$ cat src/cct_pkg.sv
// Shared types, reset values and calendar helper functions for the tick clock.
// Used by cct_next and calendar_clock_tick; depends on nothing else.
`timescale 1ns / 1ps

package cct_pkg;

  typedef struct packed {
    logic [13:0] year;
    logic [3:0]  month;
    logic [4:0]  day;
    logic [4:0]  hour;
    logic [2:0]  step;
  } cal_t;

  localparam logic [13:0] ResetYear  = 14'd2000;
  localparam logic [3:0]  ResetMonth = 4'd1;
  localparam logic [4:0]  ResetDay   = 5'd1;
  localparam logic [4:0]  ResetHour  = 5'd0;
  localparam logic [2:0]  ResetStep  = 3'd0;

  localparam logic [2:0]  StepsPerHour = 3'd6;
  localparam logic [2:0]  MaxStep      = 3'd5;
  localparam logic [2:0]  HalfStep     = 3'd3;
  localparam logic [5:0]  HoursPerDay  = 6'd24;
  localparam logic [3:0]  FirstBadMonth = 4'd13;
  localparam logic [13:0] LastYear     = 14'd9999;

  localparam logic [3:0]  MonFeb = 4'd2;
  localparam logic [3:0]  MonApr = 4'd4;
  localparam logic [3:0]  MonJun = 4'd6;
  localparam logic [3:0]  MonSep = 4'd9;
  localparam logic [3:0]  MonNov = 4'd11;

  // Multiplicative inverse of 25 modulo 2^12, and the divisibility bound.
  localparam logic [11:0] Inv25     = 12'd3113;
  localparam logic [11:0] Div25Max  = 12'd163;

  // Gregorian leap test. For a multiple of four y = 4k, y is a multiple of
  // 100 exactly when k is a multiple of 25, and of 400 when also y % 16 == 0.
  // k % 25 == 0 is checked with the modular-inverse trick: k * inv(25)
  // mod 2^12 lands in [0, 4095/25] only for multiples of 25.
  function automatic logic is_leap(input logic [13:0] y);
    logic [23:0] prod;
    logic        div25;
    prod  = 24'(y[13:2]) * 24'(Inv25);
    div25 = (prod[11:0] <= Div25Max);
    return (y[1:0] == 2'd0) && (!div25 || (y[3:2] == 2'd0));
  endfunction

  function automatic logic [4:0] month_len(input logic [3:0] m, input logic leap);
    logic [4:0] len;
    case (m)
      MonFeb:                         len = leap ? 5'd29 : 5'd28;
      MonApr, MonJun, MonSep, MonNov: len = 5'd30;
      default:                        len = 5'd31;
    endcase
    return len;
  endfunction

  // Minutes are step * 10, built as 8 * step + 2 * step.
  function automatic logic [5:0] step_minutes(input logic [2:0] s);
    return {s, 3'b000} + {2'b00, s, 1'b0};
  endfunction

endpackage

$ cat src/cct_next.sv
// Next-state logic of the tick clock: load, ten-minute advance and the carry
// chain into hour, day, month and year. Depends on cct_pkg.
`timescale 1ns / 1ps

module cct_next
  import cct_pkg::*;
(
  input  cal_t        cur_i,
  input  logic        kind_i,
  input  logic        paused_i,
  input  logic [13:0] load_year_i,
  input  logic [3:0]  load_month_i,
  input  logic [4:0]  load_day_i,
  input  logic [4:0]  load_hour_i,
  input  logic [2:0]  load_step_i,
  output cal_t        nxt_o,
  output logic        advanced_o,
  output logic        half_hour_mark_o
);

  logic [2:0] step_inc;
  logic [5:0] hour_inc;
  logic [5:0] day_inc;
  logic [4:0] mlen;
  logic       wrap_min, wrap_hour, wrap_day;
  cal_t       tck;
  logic [3:0] month_c;

  always_comb begin
    step_inc  = cur_i.step + 3'd1;
    hour_inc  = {1'b0, cur_i.hour} + 6'd1;
    day_inc   = {1'b0, cur_i.day} + 6'd1;
    mlen      = month_len(cur_i.month, is_leap(cur_i.year));
    wrap_min  = (step_inc >= StepsPerHour);
    wrap_hour = wrap_min && (hour_inc >= HoursPerDay);
    wrap_day  = wrap_hour && (day_inc > {1'b0, mlen});

    month_c   = wrap_day ? cur_i.month + 4'd1 : cur_i.month;

    tck.step  = wrap_min ? 3'd0 : step_inc;
    tck.hour  = wrap_min ? (wrap_hour ? 5'd0 : hour_inc[4:0]) : cur_i.hour;
    tck.day   = wrap_hour ? (wrap_day ? 5'd1 : day_inc[4:0]) : cur_i.day;
    // A month outside one to twelve folds into January of the next year; years from 9999 up wrap to 0.
    if (month_c >= FirstBadMonth || month_c == 4'd0) begin
      tck.month = 4'd1;
      tck.year  = (cur_i.year >= LastYear) ? 14'd0 : cur_i.year + 14'd1;
    end else begin
      tck.month = month_c;
      tck.year  = cur_i.year;
    end
  end

  always_comb begin
    advanced_o       = 1'b0;
    half_hour_mark_o = 1'b0;
    nxt_o            = cur_i;
    if (kind_i) begin
      nxt_o.year  = load_year_i;
      nxt_o.month = load_month_i;
      nxt_o.day   = load_day_i;
      nxt_o.hour  = load_hour_i;
      nxt_o.step  = (load_step_i > MaxStep) ? MaxStep : load_step_i;
    end else if (!paused_i) begin
      nxt_o            = tck;
      advanced_o       = 1'b1;
      half_hour_mark_o = (tck.step == 3'd0) || (tck.step == HalfStep);
    end
  end

endmodule

$ cat src/calendar_clock_tick.sv
// Top level of the ten-minute calendar clock: state registers, result
// register and handshakes. Depends on cct_pkg and cct_next.
`timescale 1ns / 1ps
//
// Usage:
//   Input channel (in_valid_i / in_ready_o) carries one item per transfer:
//   kind_i = 0 is a tick (ignored when paused_i is 1), kind_i = 1 loads the
//   whole date and time from the load_* fields (load_step_i above 5 is
//   clamped to 5). Every accepted item yields exactly one result on the
//   output channel (out_valid_o / out_ready_i): the date after the item,
//   minute_o = step * 10, advanced_o and half_hour_mark_o.
//   The result is registered and appears in the cycle after the item is accepted.
//   Throughput: one item per cycle while the output does not stall; the date update is a single
//   combinational pass (one 12x12 multiply for the leap test, then the
//   carry chain) between the state registers and the result register.
//   Reset: the date becomes 2000-01-01 00:00 and no result is pending.
//   Stall: while a result waits and out_ready_i is low, in_ready_o drops
//   and the result holds; a new item is taken in the same cycle that the
//   pending result is taken.

module calendar_clock_tick
  import cct_pkg::*;
(
  input  logic        clk_i,
  input  logic        rst_ni,
  input  logic        in_valid_i,
  output logic        in_ready_o,
  input  logic        kind_i,
  input  logic        paused_i,
  input  logic [13:0] load_year_i,
  input  logic [3:0]  load_month_i,
  input  logic [4:0]  load_day_i,
  input  logic [4:0]  load_hour_i,
  input  logic [2:0]  load_step_i,
  output logic        out_valid_o,
  input  logic        out_ready_i,
  output logic [13:0] year_o,
  output logic [3:0]  month_o,
  output logic [4:0]  day_o,
  output logic [4:0]  hour_o,
  output logic [5:0]  minute_o,
  output logic        advanced_o,
  output logic        half_hour_mark_o
);

  cal_t       cal_q, cal_d;
  logic       adv_d, mark_d;
  logic       out_valid_q;
  cal_t       res_q;
  logic       adv_q, mark_q;
  logic       accept;

  assign in_ready_o = !out_valid_q || out_ready_i;
  assign accept     = in_valid_i && in_ready_o;

  cct_next u_next (
    .cur_i            (cal_q),
    .kind_i           (kind_i),
    .paused_i         (paused_i),
    .load_year_i      (load_year_i),
    .load_month_i     (load_month_i),
    .load_day_i       (load_day_i),
    .load_hour_i      (load_hour_i),
    .load_step_i      (load_step_i),
    .nxt_o            (cal_d),
    .advanced_o       (adv_d),
    .half_hour_mark_o (mark_d)
  );

  always_ff @(posedge clk_i or negedge rst_ni) begin
    if (!rst_ni) begin
      cal_q.year  <= ResetYear;
      cal_q.month <= ResetMonth;
      cal_q.day   <= ResetDay;
      cal_q.hour  <= ResetHour;
      cal_q.step  <= ResetStep;
      out_valid_q <= 1'b0;
    end else begin
      if (accept) begin
        cal_q       <= cal_d;
        out_valid_q <= 1'b1;
      end else if (out_ready_i) begin
        out_valid_q <= 1'b0;
      end
    end
  end

  // Result payload: hold while stalled, load on accept.
  always_ff @(posedge clk_i) begin
    if (accept) begin
      res_q  <= cal_d;
      adv_q  <= adv_d;
      mark_q <= mark_d;
    end
  end

  assign out_valid_o      = out_valid_q;
  assign year_o           = res_q.year;
  assign month_o          = res_q.month;
  assign day_o            = res_q.day;
  assign hour_o           = res_q.hour;
  assign minute_o         = step_minutes(res_q.step);
  assign advanced_o       = adv_q;
  assign half_hour_mark_o = mark_q;

endmodule

$ cat config.mk
export PLATFORM = sky130hd
export DESIGN_NAME = calendar_clock_tick
export DESIGN_NICKNAME = d
export VERILOG_FILES = /design/src/cct_pkg.sv /design/src/cct_next.sv /design/src/calendar_clock_tick.sv
export SDC_FILE = /design/constraint.sdc
export NUM_CORES = 1
export LEC_CHECK = 0
export BUFFER_PORTS_ARGS = -buffer_cell sky130_fd_sc_hd__buf_2
export CAP_MARGIN = 20
export CORE_ASPECT_RATIO = 0.75
export CORE_UTILIZATION = 54
export CTS_BUF_LIST = sky130_fd_sc_hd__clkbuf_4
export DETAILED_ROUTE_END_ITERATION = 8
export PLACE_DENSITY = 0.77
export SYNTH_ARGS = -nofsm -noshare
export SYNTH_HDL_FRONTEND = slang
export SYNTH_SLANG_ARGS = --single-unit
$ cat constraint.sdc
create_clock -name clk_i -period 5.3 [get_ports clk_i]
set_clock_uncertainty 0.1 [all_clocks]
set_input_delay 1.325 -clock clk_i [delete_from_list [all_inputs] [get_ports clk_i]]
set_output_delay 1.325 -clock clk_i [all_outputs]
set_load 0.005 [all_outputs]
# After elaboration in Yosys (flattened, before gate mapping)
# Cells that the tools add are included.
[word_totals] regBits=65
[op_classes] reduce_logical=17 mux=16 eq_ne=6 n_lt_le_gt_ge=7 n_mul=1 n_addsub=6
[op_table] cell="$mux 31" count=2
[op_table] cell="$mux 5" count=4
[op_table] cell="$mux 18" count=1
[op_table] cell="$add 14x1->14 const B" count=1
[op_table] cell="$ge 14x14->1 const B" count=1
[op_table] cell="$mux 14" count=1
[op_table] cell="$add 5x1->6 const B" count=2
[op_table] cell="$le 12x8->1 const B" count=1
[op_table] cell="$mul 12x11->12 const B" count=1
[op_table] cell="$pmux 5 s2" count=1
[op_table] cell="$eq 4x3->1 const B" count=2
[op_table] cell="$eq 4x4->1 const B" count=2
[op_table] cell="$add 6x4->6" count=1
[op_table] cell="$ge 6x5->1 const B" count=1
[op_table] cell="$gt 6x5->1" count=1
[op_table] cell="$mux 3" count=2
[op_table] cell="$add 4x1->4 const B" count=1
[op_table] cell="$eq 4x2->1 const B" count=1
[op_table] cell="$ge 4x4->1 const B" count=1
[op_table] cell="$logic_and 1x1->1" count=4
[op_table] cell="$logic_not 2->1" count=2
[op_table] cell="$logic_not 4->1" count=1
[op_table] cell="$logic_or 1x1->1" count=4
[op_table] cell="$mux 1" count=4
[op_table] cell="10 further kinds" count=11

# Longest topological paths before layout
[logic_depth] depth_word=15 ltp_mapped=26

# Cells and area by module
# A second synthesis with hierarchy kept.
[unflattened] cells_unflattened=465 area_unflattened_um2=4813.4
[modules_own_cells] mod="calendar_clock_tick" area_per_inst_um2=2598.7 cells_each=138 instances=1
[modules_own_cells] mod="cct_next" area_per_inst_um2=2214.6 cells_each=327 instances=1

# Least setup slack after synthesis
# No wires, ideal clock.
[synth_timing] path_type="register -> register" start="reg cal_q[25] in the netlist's numbering" end="reg res_q, in the netlist year_o[12] (data pin)" t_arrival_ns=5.031 stages_incl_launch_ff=26 required_ns=4.929 slack_ns=-0.102 path_cell_list="dfstp_2 -> clkbuf_1 -> inv_1 -> fa_1 -> inv_1 -> ha_1 -> ha_1 -> a21o_1 -> a21oi_1 -> o21bai_1 -> a21oi_1 -> xor2_1 -> nand2_1 -> o21ai_0 -> a31oi_1 -> ha_1 -> nand2_1 -> o2111ai_1 -> o22ai_4 -> nand2_2 -> mux2i_4 -> mux2_4 -> buf_6 -> buf_6 -> a32oi_1 -> o211ai_1"
[synth_lines] item="start: declaration" line="calendar_clock_tick.sv:46" rtl="cal_t cal_q, cal_d;"
[synth_lines] item="start signal: assignment" line="calendar_clock_tick.sv:80" rtl="cal_q <= cal_d;"
[synth_lines] item="end signal: assignment" line="calendar_clock_tick.sv:91" rtl="res_q <= cal_d;"
[synth_lines] item="end: declaration" line="calendar_clock_tick.sv:49" rtl="cal_t res_q;"

==> results.ini <==
[place]
gp_congestion = 0.915
post-dp-hpwl_um = 8910
place_area_mm2 = 0.00545
io_buffers = 73

[logic_synthesis]
synth_fp_nets = 623
synth.avg_cell_area_um2 = 9.29
synth_cells = 540
async_flop_share_pct = 49.2
synth.distinct_cells = 69
ys_ff_latch = 65
synth_warnings = 0
synth_enable_flop_cells = 33
seq_area_frac_synth_pct = 35.9
synth_ff_type = edfxtp_1
synth_area_mm2 = 0.00502

[timing]
rsz0062_at_grt = true
final_max_slew_viol_count = 0
tns_ns = -6.63
slew_headroom_pct = 31.3
setup_viol_count_final = 33
fmax_mhz = 179
hold_viol = 0
finalWorstSetupSlack_ns = -0.300
worst_pin_slew_ns = 1.03
post-route-period-util_pct = 106
fin_crit_ns = 5.60

[floorplan]
io_pins = 75
dieArea_mm2 = 0.00969
die_h_um = 85.5
die-width_um = 113
num_rows = 30
coreArea_mm2 = 0.00905
start_util_pct = 55.5

[worst_setup_path]
critical_path_arrival_ns = 5.75
crit_path_max_incr_delay_ns = 0.59
cp_num_buf_inv = 6
endpoint_kind = flip-flop
critical-path-top-delay-family = adder cells
path_common_cell = inv_2
start_kind = flip-flop
cp_data_required_time_ns = 5.45
slowest_stage = dfstp_2
critPathKind = flip-flop to flip-flop
cp_max_fo = 7

[grt]
grt_overflow = 0
grt_pass1_wl_um = 21900
grt_util_all_layers_pct = 29.5
grt_max_degree = 52
grt_pass1_vias = 4340
antenna_found_initial = 0

[power]
power.leakage_uw = 0.00267
power_density_mw_per_mm2 = 485
finalPower_uw = 2980
ir_drop_v = 0.000250

[run_status]
status = finished with violations
violations = negative setup slack

[route]
drt-total-wl_um = 13700
wl_per_cell_um = 18.2
antenna_left = 0
drt_iter0_drc = 395
dr_total_vias = 4485
drc = 0
drtPass1Iterations = 7
via_per_inst = 5.97

[clock_network]
cts-root-buf = clkbuf_4
cts_tree = yes
htreeDepth = 3
numClockSinks = 65
clkTransAtPathRegs_ns = 0.12
cts_made_buffers = 9
clockBufferDepth = 2
insertion_delay_ns = 0.45

[cells_and_area]
final_cell_mix = buf_2 (73), nand2_1 (43), buf_4 (41), inv_1 (37), ha_1 (34)
drive_gt1_share_pct = 35.2
layout.nets = 701
diodes = 0
final_common_cell = buf_2
final_area_mm2 = 0.00613
synthToLayoutAreaGrowth_pct = 22.2

[min_path]
holdCritPathClass = flip-flop to flip-flop

[flow_run]
cap_violations = 0

[tightest hold or removal path, delay by kind of cell, from the launching register on]
kind | cells | cell delay [ns]
DFF | 1 | 0.37
and+or+nand+nor | 2 | 0.16
[cells by family after synthesis]
kind of cell,count (synthesis),share of synthesized area (%)
AO/OA/AOI/OAI,141,18.9
multiplexers,17,4.11
AND/OR/NAND/NOR,152,15.3
buffers and inverters,100,10.2
flip-flops,65,35.9
XOR/XNOR,18,3.14
adder cells (fa/ha/maj),46,12.4
other,1,0.0747
[final timing paths]
check / slack [ns] / end / startpoint / cells past startpoint
hold reg to reg: 0.45 / out_valid_o / out_valid_o / 2
min in group asynchronous: 0.87 / cal_q[9] / rst_ni / 1
setup / recovery: -0.30 / year_o[10] / cal_q[21] / 26
setup reg to reg: -0.30 / year_o[10] / cal_q[21] / 26
hold / removal: 0.45 / out_valid_o / out_valid_o / 2
max in group asynchronous: 3.67 / cal_q[22] / rst_ni / 1
[Yosys cell counts (8+ instances only)]
library cell / instances / share of area, %
nand2b_1: 8 / 1.0
a21oi_1: 32 / 3.2
mux2_2: 12 / 2.7
dfrtp_1: 24 / 12
dfstp_2: 8 / 4.2
nand3_1: 16 / 1.6
o211ai_1: 9 / 1.3
nand2_1: 43 / 3.2
a31oi_1: 11 / 1.4
edfxtp_1: 33 / 20
clkbuf_1: 20 / 1.5
inv_1: 43 / 3.2
ha_1: 40 / 10
buf_4: 33 / 4.9
o21ai_0: 26 / 2.6
xnor2_1: 11 / 1.9
nor3_1: 9 / 0.90
nor2_1: 33 / 2.5
[stage by stage]
step                setup WS (ns)  std cells  utilization [%]  hold WS (ns)
global route               -0.534        751             67.8         0.513
detailed placement         -0.556        717             60.3         0.435
floorplan                 0.00108        540                -         0.411
CTS                        -0.227        747             66.3         0.466
global placement           -0.282        717             60.3         0.404
finish                     -0.300        751             67.8         0.454
[area by class of cell]
| type | count | area [µm²] |
|---|---|---|
| Tap cell | 128 | 160 |
| Clock buffer | 9 | 67.6 |
| Inverter | 43 | 161 |
| Fill cell | 664 | 2910 |
| Clock inverter | 7 | 95.1 |
| Sequential cell | 65 | 1800 |
| Timing Repair Buffer | 123 | 774 |
| Multi-Input combinational cell | 376 | 3070 |
[timing repair]
action	4_1_cts	5_1_grt
endpoints found under the setup margin	36	36
buffers inserted	13	4
hold buffers	0	0
resized for setup	53	21
pin swaps	36	25
gates cloned	1	0
[routing by layer]
metal  vias to the layer above  global-route usage [%]  routed length [µm]
li1                       2089                       -                   -
met1                      2156                    40.2                6060
met2                       210                    45.2                6050
met3                        30                    8.34                1270
met4                         0                    10.5                 301
met5                         -                       0                   0
[power breakdown]
group,total [µW],switching (µW),internal [µW]
combinational,1840,956,881
sequential,733,93.5,639
clock,407,216,191
total,2980,1270,1710
[flip-flops by register name, summed over array words and instances (netlist names)]
name and flops:
year_o 14, half_hour_mark_o 1, hour_o 5, cal_q 31
month_o 4, advanced_o 1, res_q 3, day_o 5
out_valid_o 1
No activity file was read; power rests on OpenSTA's default activity.
